==> src/hdl/rpwf_pkg.sv <==
package rpwf_pkg;

  localparam int NUM_CH          = 3;
  localparam int VAL_W           = 8;
  localparam int REF_W           = 10;
  localparam int OUT_POS_W       = 12;
  localparam int SLOPE_W         = 32;
  localparam int ICPT_W          = 48;
  localparam int FRAC_BITS       = 16;
  localparam int MAX_PIXELS_DEF  = 4096;
  localparam int POS_W_DEF       = $clog2(MAX_PIXELS_DEF);

  // divider widths for the default line length
  localparam int DIV_DW_DEF      = 2 * POS_W_DEF + 4;
  localparam int DIV_NW_RAW_DEF  = 2 * POS_W_DEF + REF_W + 4 + FRAC_BITS;
  localparam int DIV_NW_DEF      = (DIV_NW_RAW_DEF > ICPT_W + 1) ? DIV_NW_RAW_DEF : ICPT_W + 1;

  // configuration register indexes
  localparam int CFG_IDX_W = 2;
  localparam logic [CFG_IDX_W-1:0] REG_REF_CH0 = 2'd0;
  localparam logic [CFG_IDX_W-1:0] REG_REF_CH1 = 2'd1;
  localparam logic [CFG_IDX_W-1:0] REG_REF_CH2 = 2'd2;

  localparam logic [REF_W-1:0] REF_CH0_RST = 10'd468;
  localparam logic [REF_W-1:0] REF_CH1_RST = 10'd535;
  localparam logic [REF_W-1:0] REF_CH2_RST = 10'd620;

  // status codes
  localparam logic [1:0] STATUS_OK         = 2'd0;
  localparam logic [1:0] STATUS_NO_PEAK    = 2'd1;
  localparam logic [1:0] STATUS_DEGENERATE = 2'd2;

  typedef struct packed {
    logic [VAL_W-1:0] chan0_value;
    logic [VAL_W-1:0] chan1_value;
    logic [VAL_W-1:0] chan2_value;
    logic             last_pixel;
  } pixel_t;

  typedef struct packed {
    logic [1:0]               status;
    logic signed [SLOPE_W-1:0] slope;
    logic signed [ICPT_W-1:0]  intercept;
    logic [OUT_POS_W-1:0]     peak_pos_ch0;
    logic [OUT_POS_W-1:0]     peak_pos_ch1;
    logic [OUT_POS_W-1:0]     peak_pos_ch2;
  } result_t;

  typedef struct packed {
    logic busy;
    logic done;
    logic clear;
  } fit_ctl_t;

  typedef enum logic [3:0] {
    FIT_IDLE,
    FIT_LANE,
    FIT_SUM,
    FIT_MUL,
    FIT_DIFF,
    FIT_CHECK,
    FIT_DIV_SLOPE,
    FIT_DIV_ICPT,
    FIT_DONE
  } fit_state_t;

endpackage

==> src/hdl/rpwf_lane.sv <==
module rpwf_lane import rpwf_pkg::*; #(
  parameter int PW = POS_W_DEF
) (
  input  logic               clk,
  input  logic               rst,
  input  logic               take,
  input  logic               clear,
  input  logic               in_range,
  input  logic [VAL_W-1:0]   value,
  input  logic [PW-1:0]      index,
  input  logic [REF_W-1:0]   ref_wl,
  output logic               nonzero,
  output logic [PW-1:0]      pos,
  output logic [2*PW-1:0]    sq,
  output logic [PW+REF_W-1:0] xy
);

  logic [VAL_W-1:0] peak;

  always_ff @(posedge clk) begin
    if (rst || clear) begin
      peak <= '0;
      pos  <= '0;
    end else if (take && in_range && (value > peak)) begin
      peak <= value;
      pos  <= index;
    end
  end

  // products are registered from the stored position, in the cycle after it changes
  always_ff @(posedge clk) begin
    sq <= (2*PW)'(pos) * (2*PW)'(pos);
    xy <= (PW+REF_W)'(pos) * (PW+REF_W)'(ref_wl);
  end

  assign nonzero = (peak != '0);

endmodule

==> config.mk <==
export PLATFORM = sky130hd
export DESIGN_NAME = rpwf_lane
export DESIGN_NICKNAME = d
export VERILOG_FILES = /design/src/hdl/rpwf_pkg.sv /design/src/hdl/rpwf_lane.sv
export SDC_FILE = /design/constraint.sdc
export NUM_CORES = 1
export LEC_CHECK = 0
export BUFFER_PORTS_ARGS = -buffer_cell sky130_fd_sc_hd__buf_2
export CORE_ASPECT_RATIO = 1.25
export CORE_MARGIN = 2
export CORE_UTILIZATION = 50
export DETAILED_ROUTE_END_ITERATION = 12
export HOLD_SLACK_MARGIN = 0.08
export PLACE_DENSITY_LB_ADDON = 0.1
export SLEW_MARGIN = 20
export SYNTH_ARGS = -nofsm -noshare
export SYNTH_HDL_FRONTEND = slang
export SYNTH_SLANG_ARGS = --single-unit
==> constraint.sdc <==
create_clock -name clk -period 11.3 [get_ports clk]
set_input_delay 1.13 -clock clk [delete_from_list [all_inputs] [get_ports clk]]
set_output_delay 1.13 -clock clk [all_outputs]
set_load 0.02 [all_outputs]
Word-level counts from Yosys, hierarchy flattened
Index checks and enable logic that the tools add are counted.
- $mul: 2
- order comparisons: 1
- reductions and logical operators: 4
- operators with widths (operator ; number):
    multiplier 12 x 12 -> 24 bit ; 1
    multiplier 12 x 10 -> 22 bit ; 1
    greater-than comparator 8 bit ; 1
    nonzero test 8 bit ; 1
    logical AND 1 bit ; 2
    logical OR 1 bit ; 1
- bits in registers: 66
- output and inout bits: 59
- logic and storage cells: 11

Longest topological paths before layout
- depth in word-level cells: 2
- depth in mapped cells: 21
- mapped depth without buffers: 18

Least setup slack after synthesis
No wires, ideal clock.
- path kind: input port to flip-flop
- start: in ref_wl[1]
- end: reg xy[16]
- library setup time: 0.072 ns
- data arrival time: 5.631 ns
- data required time: 11.228 ns
- setup slack: 5.597 ns
- stages: 18
- path buffers: 1
- cells stage by stage: clkbuf_1 -> nand2_1 -> fa_1 -> inv_1 -> fa_1 -> inv_1 -> fa_1 -> inv_1 -> fa_1 -> inv_1 -> fa_1 -> inv_1 -> ha_1 -> a2111o_1 -> o22a_1 -> a21bo_2 -> a311oi_2 -> xnor2_1
- word-level cells in the longest chain between the ends: 1
- ends and longest elaborated chain (what ; RTL line ; text):
    from (decl) ; rpwf_lane.sv:11 ; input logic [REF_W-1:0] ref_wl,
    multiplier 12 x 10 -> 22 bit ; rpwf_lane.sv:33 ; xy <= (PW+REF_W)'(pos) * (PW+REF_W)'(ref_wl);
    to (signal assigned) ; rpwf_lane.sv:33 ;
    to (decl) ; rpwf_lane.sv:15 ; output logic [PW+REF_W-1:0] xy
No other way between the ends.
A chain may end at the register's enable or synchronous reset.

Worst setup path in the final report
- start: reg pos[5]
- end: reg sq[22]
- word-level cells in the longest chain between the ends: 1
- ends and longest elaborated chain (what ; RTL line ; text):
    from (decl) ; rpwf_lane.sv:13 ; output logic [PW-1:0] pos,
    from (signal assigned) ; rpwf_lane.sv:26 ; pos <= index;
    multiplier 12 x 12 -> 24 bit ; rpwf_lane.sv:32 ; sq <= (2*PW)'(pos) * (2*PW)'(pos);
    to (signal assigned) ; rpwf_lane.sv:32 ;
    to (decl) ; rpwf_lane.sv:14 ; output logic [2*PW-1:0] sq,
No other way between the ends.

==> flow_summary.toml <==
[floorplanning]
die_area_um2 = 20700
rows = 57
core_um2 = 19300
io_pins = 94
initial_core_util_pct = 50.7
die-width_um = 129
die_h_um = 161

[cells_and_area]
drive_gt1_share_pct = 11.0
diodes = 0
nets = 1460
post-route-util_pct = 55.8
area_growth_pct = 10.1

[setup_path]
required_ns = 11.54
crit_start = "pos[5]"
path_cells = "nand2_1 > fa_1 > inv_1 > fa_1 > fa_1 > fa_1 > inv_1 > fa_1 > inv_1 > ha_1 > a21oi_1 > o21ai_0 > a221o_1 > a21oi_1 > o21ai_0 > xor2_1"
slowest_stage = "dfxtp_1"
start_kind = "register"
critPathArrivalTime_ns = 5.93
setup.worst_path.end = "sq[22]"
reg2reg_from = "pos[5]"
r2r_end = "sq[22]"
worstSetupPathType = "reg -> reg"
end_kind = "register"
crit_path_max_incr_delay_ns = 0.94
cpMostUsedCell = "fa_1"
r2r_slack_ns = 5.61
path_max_fanout = 24
reg2reg_depth = 16

[synthesis]
syn-instance-count = 1078
synth-seq-cells = 65
synthDistinctLibCells = 52
synthMostInstantiatedCell = "inv_1"
ys_seq_area_share_pct = 13.3
synth_warnings = 0
synth_area_um2 = 9800
yosys.area.top_type = "fa_1"
synth_common_cells = "216 x inv_1, 158 x fa_1, 123 x ha_1, 107 x nand2_1, 106 x and2_1"
syn-num-nets = 1394
synthTopCellsByArea = "fa_1 32%, ha_1 16%, dfxtp_1 13%, inv_1 8.3%, and2_1 6.8%"
synth-edff-count = 0
syn_area_per_cell_um2 = 9.09
synth_top_area_share_pct = 32.3
async_reset_ff_share_pct = 0
ys.flop_type = "dfxtp_1"

[worst_hold_path]
hold_path_class = "reg -> reg"
whs_path_depth = 2

[cts]
insertion_delay_ns = 0.35
cts_resized = 0
htree_levels = 3
postCtsSetupRepairBufs = 0
ctsHoldBuffers = 0
root_buffer = "clkbuf_16"
cts.path.max_buffers = 2
clkSlewWorstSetupHoldPaths_ns = 0.06
cts_tree = "done"
clock-sinks = 65
numCtsBuffers = 9

[drt]
wl_met2_um = 10400
dr_wl_met3_um = 650
dr.pass1.iters = 4
routedWlPerCell_um = 14.5
drc_errors = 0
viasPerCell = 4.99
wl_um = 20400
dr.max_layer_used = "met5"
drt-met1-wl_um = 8910
ant_nets = 0
first_iter_violations = 236
num_vias = 7049

[sta]
tns_ns = 0
finalCritPeriodShare_pct = 50.4
setup_viol_count_final = 0
worst_pin_slew_ns = 1.07
relSlewSlack_pct = 28.6
grt_setup_unrepaired = "no"
hold_viol = 0
drv_slew = 0
finalCriticalPeriod_ns = 5.69
fin_worst_skew_ns = 0.00849
fin_hold_ws_ns = 0.527
fmax_mhz = 176

[power_and_ir_drop]
power_uw = 656
ir_worst_vdd_mv = 0.0650
total_leakage_power_nw = 6.15
p_per_area_nw_per_um2 = 60.8

[grt]
grt_pass1_vias = 7521
grt_pass1_wl_um = 35900
overflow = 0
grt_usage_pct = 21.8
grt_antenna_before_repair = 1
grt_max_degree = 26

[flow_run]
drv_cap = 0

[place]
gp_congestion = 0.839
post-dp-hpwl_um = 16100
io_buffers = 92

[status]
status = "completed"
sequential cells by signal (all words and copies together), names as in the netlist:
name / flops
peak: 8
pos: 12
sq: 23
xy: 22
stage by stage:
stage | setup slack [ns] | area, um2 | cells
after floorplan | 5.60 | 9800 | 1078
after global placement | 5.33 | 10500 | 1398
after detailed placement | 5.29 | 10500 | 1398
after CTS | 5.57 | 10800 | 1414
after global routing | 5.21 | 10800 | 1414
final | 5.61 | 10800 | 1414
cell families (layout without fill, tap and decap cells):
family | count (synthesis) | after routing | share of synthesized area [%]
compound gates | 110 | 110 | 7.55
xor+xnor | 41 | 41 | 3.67
fa+ha+maj | 281 | 281 | 48.0
buf+inv | 261 | 332 | 10.1
flops | 65 | 65 | 13.3
mux | 23 | 23 | 2.38
other cells | 1 | 1 | 0.0383
simple gates | 296 | 296 | 15.0
worst min path at each step:
stage | start | end
floorplan | pos[0] | sq[0]
global placement | peak[4] | peak[4]
detailed placement | peak[1] | peak[1]
CTS | peak[4] | peak[4]
global route | peak[6] | peak[6]
finish | peak[4] | peak[4]
worst max-delay path, delay by kind of cell (launching register included):
| family | cells | cell delay (ns) |
|---|---|---|
| fa+ha+maj | 6 | 2.99 |
| flops | 1 | 0.94 |
| xor+xnor | 1 | 0.15 |
| simple gates | 1 | 0.24 |
| buf+inv | 3 | 0.14 |
| compound gates | 5 | 1.11 |
metal layers:
metal  GRT usage, %  up-vias
met5              0        -
met4           8.20        2
met3           2.86       40
met2           37.9      111
met1           27.3     3440
li1               -     3456
placed cells by master, fill, tap and decap left out, drive strengths merged, types with 5 or more instances in the layout:
master / n
and3: 6
o21ai: 19
nor2b: 9
nor2: 43
nand2: 107
buf: 100
a211oi: 5
xnor2: 31
dfxtp: 65
ha: 123
clkbuf: 10
xor2: 10
a21o: 15
o21a: 8
mux2i: 21
a21oi: 32
inv: 216
and2: 106
fa: 158
power breakdown:
part           switching [mW]  internal, mW
Clock                   0.121         0.192
Sequential            0.00464         0.238
Combinational          0.0621        0.0383
cell type report:
class / count / area (um2)
Tap cell: 265 / 332
Multi-Input combinational cell: 752 / 7510
Timing Repair Buffer: 100 / 520
Clock buffer: 10 / 229
Clock inverter: 6 / 82.6
Inverter: 216 / 811
Fill cell: 1768 / 8540
Sequential cell: 65 / 1300
Power figures use the tool's default switching activity.
