<file path="config.mk">
export PLATFORM = sky130hd
export DESIGN_NAME = rpwf_fit
export DESIGN_NICKNAME = d
export VERILOG_FILES = /design/src/hdl/rpwf_pkg.sv /design/src/hdl/rpwf_div.sv /design/src/hdl/rpwf_fit.sv
export SDC_FILE = /design/constraint.sdc
export NUM_CORES = 2
export LEC_CHECK = 0
export CAP_MARGIN = 0
export CORE_ASPECT_RATIO = 0.9
export CORE_MARGIN = 2
export CORE_UTILIZATION = 65
export CTS_BUF_LIST = sky130_fd_sc_hd__clkbuf_8
export DETAILED_ROUTE_END_ITERATION = 7
export DONT_BUFFER_PORTS = 1
export PLACE_DENSITY_LB_ADDON = 0.12
export SLEW_MARGIN = 20
export SYNTH_ARGS = -nofsm -noshare
export SYNTH_HDL_FRONTEND = slang
export SYNTH_HIERARCHICAL = 1
export SYNTH_SLANG_ARGS = --single-unit
</file>
<file path="constraint.sdc">
create_clock -name clk -period 14.83 [get_ports clk]
set_clock_uncertainty 0.2 [all_clocks]
set_input_delay 3.7075 -clock clk [delete_from_list [all_inputs] [get_ports clk]]
set_output_delay 3.7075 -clock clk [all_outputs]
set_load 0.02 [all_outputs]
</file>
<file path="src/hdl/rpwf_pkg.sv">
package rpwf_pkg;

  localparam int NUM_CH          = 3;
  localparam int VAL_W           = 8;
  localparam int REF_W           = 10;
  localparam int OUT_POS_W       = 12;
  localparam int SLOPE_W         = 32;
  localparam int ICPT_W          = 48;
  localparam int FRAC_BITS       = 16;
  localparam int MAX_PIXELS_DEF  = 4096;
  localparam int POS_W_DEF       = $clog2(MAX_PIXELS_DEF);

  // divider widths for the default line length
  localparam int DIV_DW_DEF      = 2 * POS_W_DEF + 4;
  localparam int DIV_NW_RAW_DEF  = 2 * POS_W_DEF + REF_W + 4 + FRAC_BITS;
  localparam int DIV_NW_DEF      = (DIV_NW_RAW_DEF > ICPT_W + 1) ? DIV_NW_RAW_DEF : ICPT_W + 1;

  // configuration register indexes
  localparam int CFG_IDX_W = 2;
  localparam logic [CFG_IDX_W-1:0] REG_REF_CH0 = 2'd0;
  localparam logic [CFG_IDX_W-1:0] REG_REF_CH1 = 2'd1;
  localparam logic [CFG_IDX_W-1:0] REG_REF_CH2 = 2'd2;

  localparam logic [REF_W-1:0] REF_CH0_RST = 10'd468;
  localparam logic [REF_W-1:0] REF_CH1_RST = 10'd535;
  localparam logic [REF_W-1:0] REF_CH2_RST = 10'd620;

  // status codes
  localparam logic [1:0] STATUS_OK         = 2'd0;
  localparam logic [1:0] STATUS_NO_PEAK    = 2'd1;
  localparam logic [1:0] STATUS_DEGENERATE = 2'd2;

  typedef struct packed {
    logic [VAL_W-1:0] chan0_value;
    logic [VAL_W-1:0] chan1_value;
    logic [VAL_W-1:0] chan2_value;
    logic             last_pixel;
  } pixel_t;

  typedef struct packed {
    logic [1:0]               status;
    logic signed [SLOPE_W-1:0] slope;
    logic signed [ICPT_W-1:0]  intercept;
    logic [OUT_POS_W-1:0]     peak_pos_ch0;
    logic [OUT_POS_W-1:0]     peak_pos_ch1;
    logic [OUT_POS_W-1:0]     peak_pos_ch2;
  } result_t;

  typedef struct packed {
    logic busy;
    logic done;
    logic clear;
  } fit_ctl_t;

  typedef enum logic [3:0] {
    FIT_IDLE,
    FIT_LANE,
    FIT_SUM,
    FIT_MUL,
    FIT_DIFF,
    FIT_CHECK,
    FIT_DIV_SLOPE,
    FIT_DIV_ICPT,
    FIT_DONE
  } fit_state_t;

endpackage

</file>
<file path="src/hdl/rpwf_div.sv">
module rpwf_div import rpwf_pkg::*; #(
  parameter int NW = DIV_NW_DEF,
  parameter int DW = DIV_DW_DEF
) (
  input  logic          clk,
  input  logic          rst,
  input  logic          start,
  input  logic [NW-1:0] dividend,
  input  logic [DW-1:0] divisor,
  output logic          done,
  output logic [NW-1:0] quotient
);

  localparam int CNTW = $clog2(NW);

  logic            active;
  logic [CNTW-1:0] cnt;
  logic [NW-1:0]   dvd;
  logic [DW-1:0]   den;
  logic [DW-1:0]   rem;
  logic [DW:0]     trial;
  logic [DW:0]     diff;
  logic            ge;
  logic [DW-1:0]   rem_next;

  // restoring step, one quotient bit per cycle
  always_comb begin
    trial    = {rem, dvd[NW-1]};
    diff     = trial - {1'b0, den};
    ge       = (trial >= {1'b0, den});
    rem_next = ge ? diff[DW-1:0] : trial[DW-1:0];
  end

  always_ff @(posedge clk) begin
    if (rst) begin
      active <= 1'b0;
      done   <= 1'b0;
      cnt    <= '0;
    end else begin
      done <= active && (cnt == '0);
      if (start) begin
        active <= 1'b1;
        cnt    <= CNTW'(NW - 1);
      end else if (active) begin
        cnt <= cnt - 1'b1;
        if (cnt == '0) begin
          active <= 1'b0;
        end
      end
    end
  end

  always_ff @(posedge clk) begin
    if (start) begin
      dvd <= dividend;
      den <= divisor;
      rem <= '0;
    end else if (active) begin
      dvd      <= {dvd[NW-2:0], 1'b0};
      rem      <= rem_next;
      quotient <= {quotient[NW-2:0], ge};
    end
  end

endmodule

</file>
<file path="src/hdl/rpwf_fit.sv">
module rpwf_fit import rpwf_pkg::*; #(
  parameter int PW = POS_W_DEF
) (
  input  logic                            clk,
  input  logic                            rst,
  input  logic                            go,
  input  logic [NUM_CH-1:0]               nz,
  input  logic [NUM_CH-1:0][PW-1:0]       pos,
  input  logic [NUM_CH-1:0][2*PW-1:0]     sq,
  input  logic [NUM_CH-1:0][PW+REF_W-1:0] xy,
  input  logic [NUM_CH-1:0][REF_W-1:0]    ref_wl,
  output fit_ctl_t                        ctl,
  output result_t                         result
);

  localparam int SXW   = PW + 2;
  localparam int SYW   = REF_W + 2;
  localparam int SXXW  = 2 * PW + 2;
  localparam int SXYW  = PW + REF_W + 2;
  localparam int DW    = 2 * PW + 4;
  localparam int PSW   = SXW + SYW;
  localparam int PIW   = SXXW + SYW;
  localparam int NSW   = PSW + 1;
  localparam int NIW   = PIW + 1;
  localparam int NWRAW = PIW + FRAC_BITS;
  localparam int NW    = (NWRAW > ICPT_W + 1) ? NWRAW : ICPT_W + 1;
  localparam int EW    = (PW > OUT_POS_W) ? PW : OUT_POS_W;

  localparam logic [NW-1:0] SLOPE_LIM  = NW'({1'b0, {(SLOPE_W-1){1'b1}}});
  localparam logic [NW-1:0] SLOPE_LIM1 = SLOPE_LIM + NW'(1);
  localparam logic [NW-1:0] ICPT_LIM   = NW'({1'b0, {(ICPT_W-1){1'b1}}});
  localparam logic [NW-1:0] ICPT_LIM1  = ICPT_LIM + NW'(1);

  fit_state_t state, state_next;

  logic [SXW-1:0]  sx, sx_c;
  logic [SYW-1:0]  sy, sy_c;
  logic [SXXW-1:0] sxx, sxx_c;
  logic [SXYW-1:0] sxy, sxy_c;
  logic            nopeak;
  logic [DW-1:0]   p_sxsx;
  logic [PSW-1:0]  p_sxsy;
  logic [PIW-1:0]  p_sxxsy;
  logic [PIW-1:0]  p_sxsxy;
  logic [DW-1:0]   den;
  logic [NSW-1:0]  num_s, abs_s;
  logic [NIW-1:0]  num_i, abs_i;
  logic            neg_s, neg_i;
  logic [NSW-2:0]  mag_s;
  logic [NIW-2:0]  mag_i;

  logic            div_start, div_done;
  logic [NW-1:0]   div_dvd, div_q;

  logic [NW-1:0]        slope_mag, icpt_mag;
  logic [SLOPE_W-1:0]   slope_lo, slope_val;
  logic [ICPT_W-1:0]    icpt_lo, icpt_val;
  logic [1:0]           status_r;
  logic [SLOPE_W-1:0]   slope_r;
  logic [ICPT_W-1:0]    icpt_r;
  logic [NUM_CH-1:0][EW-1:0] pos_ext;

  // merge sums over the lanes
  always_comb begin
    sx_c  = '0;
    sy_c  = '0;
    sxx_c = '0;
    sxy_c = '0;
    for (int c = 0; c < NUM_CH; c++) begin
      sx_c  = sx_c  + SXW'(pos[c]);
      sy_c  = sy_c  + SYW'(ref_wl[c]);
      sxx_c = sxx_c + SXXW'(sq[c]);
      sxy_c = sxy_c + SXYW'(xy[c]);
    end
  end

  // numerators: 3*Sxy - Sx*Sy and Sxx*Sy - Sx*Sxy
  always_comb begin
    num_s = NSW'(sxy) + NSW'({sxy, 1'b0}) - NSW'(p_sxsy);
    num_i = NIW'(p_sxxsy) - NIW'(p_sxsxy);
    abs_s = num_s[NSW-1] ? (~num_s + NSW'(1)) : num_s;
    abs_i = num_i[NIW-1] ? (~num_i + NIW'(1)) : num_i;
  end

  always_ff @(posedge clk) begin
    if (rst) begin
      state <= FIT_IDLE;
    end else begin
      state <= state_next;
    end
  end

  always_comb begin
    state_next = state;
    unique case (state)
      FIT_IDLE:      if (go) state_next = FIT_LANE;
      FIT_LANE:      state_next = FIT_SUM;
      FIT_SUM:       state_next = FIT_MUL;
      FIT_MUL:       state_next = FIT_DIFF;
      FIT_DIFF:      state_next = FIT_CHECK;
      FIT_CHECK:     state_next = (nopeak || den == '0) ? FIT_DONE : FIT_DIV_SLOPE;
      FIT_DIV_SLOPE: if (div_done) state_next = FIT_DIV_ICPT;
      FIT_DIV_ICPT:  if (div_done) state_next = FIT_DONE;
      FIT_DONE:      state_next = FIT_IDLE;
      default:       state_next = FIT_IDLE;
    endcase
  end

  always_comb begin
    ctl.busy  = (state != FIT_IDLE);
    ctl.done  = (state == FIT_DONE);
    ctl.clear = (state == FIT_DONE);
    div_start = ((state == FIT_CHECK) && !nopeak && (den != '0)) ||
                ((state == FIT_DIV_SLOPE) && div_done);
  end

  assign div_dvd = (state == FIT_DIV_SLOPE) ? NW'({mag_i, {FRAC_BITS{1'b0}}})
                                            : NW'({mag_s, {FRAC_BITS{1'b0}}});

  rpwf_div #(
    .NW(NW),
    .DW(DW)
  ) u_div (
    .clk      (clk),
    .rst      (rst),
    .start    (div_start),
    .dividend (div_dvd),
    .divisor  (den),
    .done     (div_done),
    .quotient (div_q)
  );

  // clamp the quotient magnitude, then apply the sign
  always_comb begin
    if (neg_s) begin
      slope_mag = (div_q > SLOPE_LIM1) ? SLOPE_LIM1 : div_q;
    end else begin
      slope_mag = (div_q > SLOPE_LIM) ? SLOPE_LIM : div_q;
    end
    if (neg_i) begin
      icpt_mag = (div_q > ICPT_LIM1) ? ICPT_LIM1 : div_q;
    end else begin
      icpt_mag = (div_q > ICPT_LIM) ? ICPT_LIM : div_q;
    end
    slope_lo  = slope_mag[SLOPE_W-1:0];
    icpt_lo   = icpt_mag[ICPT_W-1:0];
    slope_val = neg_s ? (~slope_lo + SLOPE_W'(1)) : slope_lo;
    icpt_val  = neg_i ? (~icpt_lo + ICPT_W'(1)) : icpt_lo;
  end

  always_ff @(posedge clk) begin
    case (state)
      FIT_SUM: begin
        sx     <= sx_c;
        sy     <= sy_c;
        sxx    <= sxx_c;
        sxy    <= sxy_c;
        nopeak <= !(&nz);
      end
      FIT_MUL: begin
        p_sxsx  <= DW'(sx) * DW'(sx);
        p_sxsy  <= PSW'(sx) * PSW'(sy);
        p_sxxsy <= PIW'(sxx) * PIW'(sy);
        p_sxsxy <= PIW'(sx) * PIW'(sxy);
      end
      FIT_DIFF: begin
        den   <= DW'(sxx) + DW'({sxx, 1'b0}) - p_sxsx;
        neg_s <= num_s[NSW-1];
        neg_i <= num_i[NIW-1];
        mag_s <= abs_s[NSW-2:0];
        mag_i <= abs_i[NIW-2:0];
      end
      FIT_CHECK: begin
        slope_r <= '0;
        icpt_r  <= '0;
        if (nopeak) begin
          status_r <= STATUS_NO_PEAK;
        end else if (den == '0) begin
          status_r <= STATUS_DEGENERATE;
        end else begin
          status_r <= STATUS_OK;
        end
      end
      FIT_DIV_SLOPE: if (div_done) slope_r <= slope_val;
      FIT_DIV_ICPT:  if (div_done) icpt_r <= icpt_val;
      default: ;
    endcase
  end

  always_comb begin
    for (int c = 0; c < NUM_CH; c++) begin
      pos_ext[c] = EW'(pos[c]);
    end
    result.status       = status_r;
    result.slope        = slope_r;
    result.intercept    = icpt_r;
    result.peak_pos_ch0 = pos_ext[0][OUT_POS_W-1:0];
    result.peak_pos_ch1 = pos_ext[1][OUT_POS_W-1:0];
    result.peak_pos_ch2 = pos_ext[2][OUT_POS_W-1:0];
  end

endmodule

</file>
# After elaboration in Yosys (flattened, before gate mapping)

Cells that the tools add are included.
Widths: inputs -> output; s select.

$lt $le $gt $ge: 5
Reduce and logical (&&, ||, !) cells: 22
Muxes and demuxes: 29
Multipliers: 4
Eq/ne operators: 11
Add/sub/neg operators: 19
Bitwise operators: 5

Operator list:

| cell                  | count |
|---|---|
| $mux 48               | 5 |
| $mux 54               | 3 |
| $mux 32               | 5 |
| $pmux 48 s2           | 1 |
| $pmux 32 s2           | 1 |
| $sub 28x28->28        | 2 |
| $gt 54x31->1 const B  | 1 |
| $gt 54x32->1 const B  | 1 |
| $gt 54x47->1 const B  | 1 |
| $gt 54x48->1 const B  | 1 |
| $add 48x1->48 const B | 1 |
| $not 48->48           | 1 |
| $sub 38x38->39        | 1 |
| $add 38x1->38 const B | 1 |
| $mul 14x24->38        | 1 |
| $mul 26x12->38        | 1 |
| $mux 38               | 1 |
| $not 38->38           | 1 |
| $add 32x1->32 const B | 1 |
| $not 32->32           | 1 |
| $pmux 4 s8            | 1 |
| $ge 29x28->1          | 1 |
| $add 26x27->28        | 1 |
| $logic_not 28->1      | 1 |
| other kinds (39)      | 60 |

Bits in registers: 559
Output and inout bits: 121
Input bits: 210

# Depth between registers and ports, before layout

Depth in word-level cells: 8
Gate-level depth with buffers: 28

# Hierarchy

Netlist, hierarchy kept.

Modules (own cells, without submodules):

| module   | times used | cells each | area an instance (um^2) | seq. area each (um^2) |
|---|---|---|---|---|
| rpwf_fit | 1          | 6183       | 57530.2                 | 11551.1 |
| rpwf_div | 1          | 621        | 7953.9                  | 4804.6 |

# Least setup slack after synthesis

Ideal clock, no wire load.

Path kind: register to register
From: register state[1]
To: register state[2]
Data arrival time: 10.553 ns
Cell stages (with the launch flop): 6
Required time: 14.534 ns
Path slack: 3.981 ns
Period minus slack after synthesis: 10.849 ns
Path buffers: 1
Cells stage by stage: dfxtp_1 clkbuf_1 nand2_1 nor3_1 o21ai_0 a21oi_1

Cells in the longest elaborated chain, start to end: 3

RTL lines:

| element                                                   | RTL line       | source |
|---|---|---|
| start: declaration                                        | rpwf_fit.sv:34 | `fit_state_t state, state_next;` |
| start signal: assignment                                  | rpwf_fit.sv:89 | `state <= state_next;` |
| $eq 4x3->1 or $logic_not 4->1 (tied branches)             | rpwf_fit.sv:95 | `unique case (state)` |
| $ne 2x1->1 (no source line) or $ne 2x2->1 (tied branches) | -              |  |
| $reduce_and 3->1 (no source line)                         | -              |  |

Several ways; a longest one is shown, not always the timed one.
A chain may end at the register's enable or synchronous reset.

# Worst setup path after layout

From: register sx[6]
To: register p_sxsx[27], data pin

Cells in the longest elaborated chain, start to end: 1

RTL lines:

| element                  | RTL line        | source |
|---|---|---|
| start: declaration       | rpwf_fit.sv:36  | `logic [SXW-1:0] sx, sx_c;` |
| start signal: assignment | rpwf_fit.sv:154 | `sx <= sx_c;` |
| $mul 14x14->28           | rpwf_fit.sv:161 | `p_sxsx <= DW'(sx) * DW'(sx);` |
| end signal: assignment   | rpwf_fit.sv:161 |  |
| end: declaration         | rpwf_fit.sv:41  | `logic [DW-1:0] p_sxsx;` |

Every way passes these cells.

==> impl_metrics.env <==
export IMPL_status="completed"
export IMPL_yosys_area_share_adder=0.3629
export IMPL_io_buffer_count=0
export IMPL_vias_per_cell=5.870
export IMPL_drv_slew=0
export IMPL_synth_top_area_frac=0.2635
export IMPL_met3_usage=0.04921
export IMPL_clock_fmax_mhz=127.0
export IMPL_instances_no_fill=8077
export IMPL_synth_edf_count=518
export IMPL_hpwl_mm=122.3
export IMPL_yosysTopAreaCell="fa_1"
export IMPL_syn_area_per_cell_um2=9.624
export IMPL_dieArea_um2=103300
export IMPL_cap_violations=0
export IMPL_insertion_delay_ps=780
export IMPL_nNetsFinal=8249
export IMPL_power_density_nw_per_um2=236.0
export IMPL_synth_cell_area_um2=65480
export IMPL_vdd_drop_max_mv=0.4059
export IMPL_cts_sinks=558
export IMPL_grt_setup_unrepaired="false"
export IMPL_syn_inst=6804
export IMPL_synth_top_family_by_area="adder cells"
export IMPL_cts_tree="yes"
export IMPL_ys_seq_area_frac=0.2498
export IMPL_mostFrequentLayoutCell="inv_1"
export IMPL_ys_async_sr_fraction=0
export IMPL_busiest_layer="met2"
export IMPL_cp_arrival_ps=8190
export IMPL_synth_xor_area_frac=0.04333
export IMPL_period_minus_slack_ps=7876
export IMPL_use_met1=0.4436
export IMPL_crit_path_frequent_cell="fa_1"
export IMPL_finish_utilization=0.6825
export IMPL_wl_mm=159.5
export IMPL_coreArea_um2=99920
export IMPL_htreeDepth=3
export IMPL_root_buffer="clkbuf_8"
export IMPL_die_y_um=305.1
export IMPL_hold_buffers=0
export IMPL_grt_max_degree=69
export IMPL_p_leak_uw=0.03098
export IMPL_cts_resized_gates=0
export IMPL_yosysWarningCount=6
export IMPL_grt_pass1_vias=48490
export IMPL_synth_compound_area_frac=0.1006
export IMPL_cp_start_kind="register"
export IMPL_critPathKind="register to register"
export IMPL_ys_seq_elements=558
export IMPL_synth_area_leaders="fa_1 (26%), edfxtp_1 (24%), ha_1 (9.9%), inv_1 (6.3%), nand2_1 (5.0%)"
export IMPL_setup_viol=0
export IMPL_synthSimpleGateAreaFrac=0.1469
export IMPL_io_pins=331
export IMPL_most_common_layout_cells="inv_1 (1135), nand2_1 (875), fa_1 (862)"
export IMPL_slowest_stage="clkinv_1"
export IMPL_via_count=47410
export IMPL_first_pass_iters=5
export IMPL_path_clk_slew_ps=70
export IMPL_hp_class="register to register"
export IMPL_wl_per_cell_um=19.75
export IMPL_place_inst=7902
export IMPL_dpl_cell_area_um2=66290
export IMPL_reg2reg_slack_ps=6950
export IMPL_postCtsSetupRepairBufs=0
export IMPL_ys_types=101
export IMPL_synth_main_ff_cell="edfxtp_1"
export IMPL_grt_total_usage=0.3155
export IMPL_die_x_um=338.6
export IMPL_final_area_um2=68200
export IMPL_hold_viol=0
export IMPL_gp_congestion=0.9359
export IMPL_fill_cells=7936
export IMPL_setup_tns_ps=0
export IMPL_crit_chain="buf_4 > clkinv_1 > ha_1 > or2_2 > fa_1 > fa_1 > inv_1 > fa_1 > inv_1 > fa_1 > fa_1 > ha_1 > and3_1 > and2_1 > a221o_1 > a21o_1 > o31a_1 > nor2_1 > o2111ai_1 > nand3_1 > o2111ai_1 > a21oi_1 > xnor2_1"
export IMPL_worst_slew_pin_slew_ps=1103
export IMPL_gr_usage_met2=0.5051
export IMPL_start_util=0.6554
export IMPL_ant_nets=0
export IMPL_clockBufferDepth=3
export IMPL_critPathMaxStageDelay_ps=720
export IMPL_grt_pass1_wl_mm=259.3
export IMPL_end_kind="register"
export IMPL_cts_buffers=97
export IMPL_syn2layout_area_growth_pct=4.140
export IMPL_total_power_uw=16100
export IMPL_required_ps=15140
export IMPL_drc=0
export IMPL_num_rows=110
export IMPL_fin_crit_sh=0.5311
export IMPL_grt_ovfl_total=0
export IMPL_relSlewSlack=0.2622
export IMPL_antenna_found_initial=4
export IMPL_drive_above_1_share=0.04873
export IMPL_worstPathMaxFanout=44
export IMPL_synthMuxAreaShare=0.01160
export IMPL_drt_iter0_drc=3442
==> stage by stage <==
| step | setup slack [ps] | hold slack [ps] |
|---|---|---|
| after CTS | 6998 | 220.0 |
| after detailed placement | 6532 | 233.0 |
| after global placement | 6812 | 227.2 |
| after floorplan | 3981 | 216.9 |
| after global routing | 6623 | 244.8 |
| final | 6954 | 234.1 |
==> power breakdown <==
group	switching (µW)	internal [µW]	leakage, µW
clock network	692	741	0.00107
logic	7240	4880	0.0250
registers	102	2440	0.00489
==> layout make-up <==
cell class,count,area [µm²],area share
Timing Repair Buffer,54,405.4,0.005945
Clock inverter,75,548.0,0.008036
Sequential cell,558,16360,0.2398
Clock buffer,98,1349,0.01978
Antenna cell,2,5.005,0.00007339
Multi-Input combinational cell,4836,43680,0.6405
Tap cell,1344,1682,0.02466
Inverter,1110,4170,0.06115
==> cells by family after synthesis <==
| kind of cell | Yosys count |
|---|---|
| AO/OA/AOI/OAI | 1016 |
| XOR/XNOR | 324 |
| adder cells (fa/ha/maj) | 1382 |
| buffers and inverters | 1425 |
| flip-flops | 558 |
| multiplexers | 69 |
| other | 1 |
| AND/OR/NAND/NOR | 2029 |
==> flip-flops by register name, summed over array words and instances, names as in the netlist, 24 cells and up <==
name and count:
p_sxsy 26, u_div/rem 28, slope_r 32, mag_i 38, u_div/den 28, sxx 26, p_sxxsy 38, p_sxsxy 38
sxy 24, u_div/dvd 54, icpt_r 48, p_sxsx 27, u_div/quotient 54, mag_s 26, den 28
==> path summary, 6_finish.rpt <==
check / from / end / depth (start not counted)
max: sx[6]$_DFFE_PP_ / p_sxsx[27]$_DFFE_PP_ / 23
max reg2reg: sx[6]$_DFFE_PP_ / p_sxsx[27]$_DFFE_PP_ / 23
min: u_div/quotient[48]$_DFFE_PP_ / u_div/quotient[49]$_DFFE_PP_ / 0
min reg2reg: u_div/quotient[48]$_DFFE_PP_ / u_div/quotient[49]$_DFFE_PP_ / 0
==> layer usage <==
layer	part of all wire	up-vias
met5	0	-
met4	0.034	0
met3	0.073	323
met2	0.46	1795
met1	0.43	23430
li1	-	21870
==> critical path: cells and delay by family (launching register included) <==
family          cells  cell delay, ps
fa+ha+maj           7            3320
buf+inv             4            1360
compound gates      6            1330
simple gates        5             970
flops               1             320
xor+xnor            1              80
==> synth_stat cells (all sizes together) (22+ instances only) <==
cell / n
dfxtp: 40
or2: 28
mux2: 55
clkbuf: 248
nor2b: 48
nand4: 26
or3: 48
nor2: 359
nor4: 33
ha: 520
and3: 31
o21ai: 219
o31ai: 30
a211oi: 44
nand2: 878
a21oi: 304
and2: 320
a311oi: 27
o21a: 53
nor3: 87
nand3: 76
edfxtp: 518
xnor2: 237
buf: 67
inv: 1106
nand2b: 34
xor2: 87
a21o: 108
o21bai: 22
a31oi: 44
fa: 862
No activity file was read; power rests on OpenSTA's default activity.
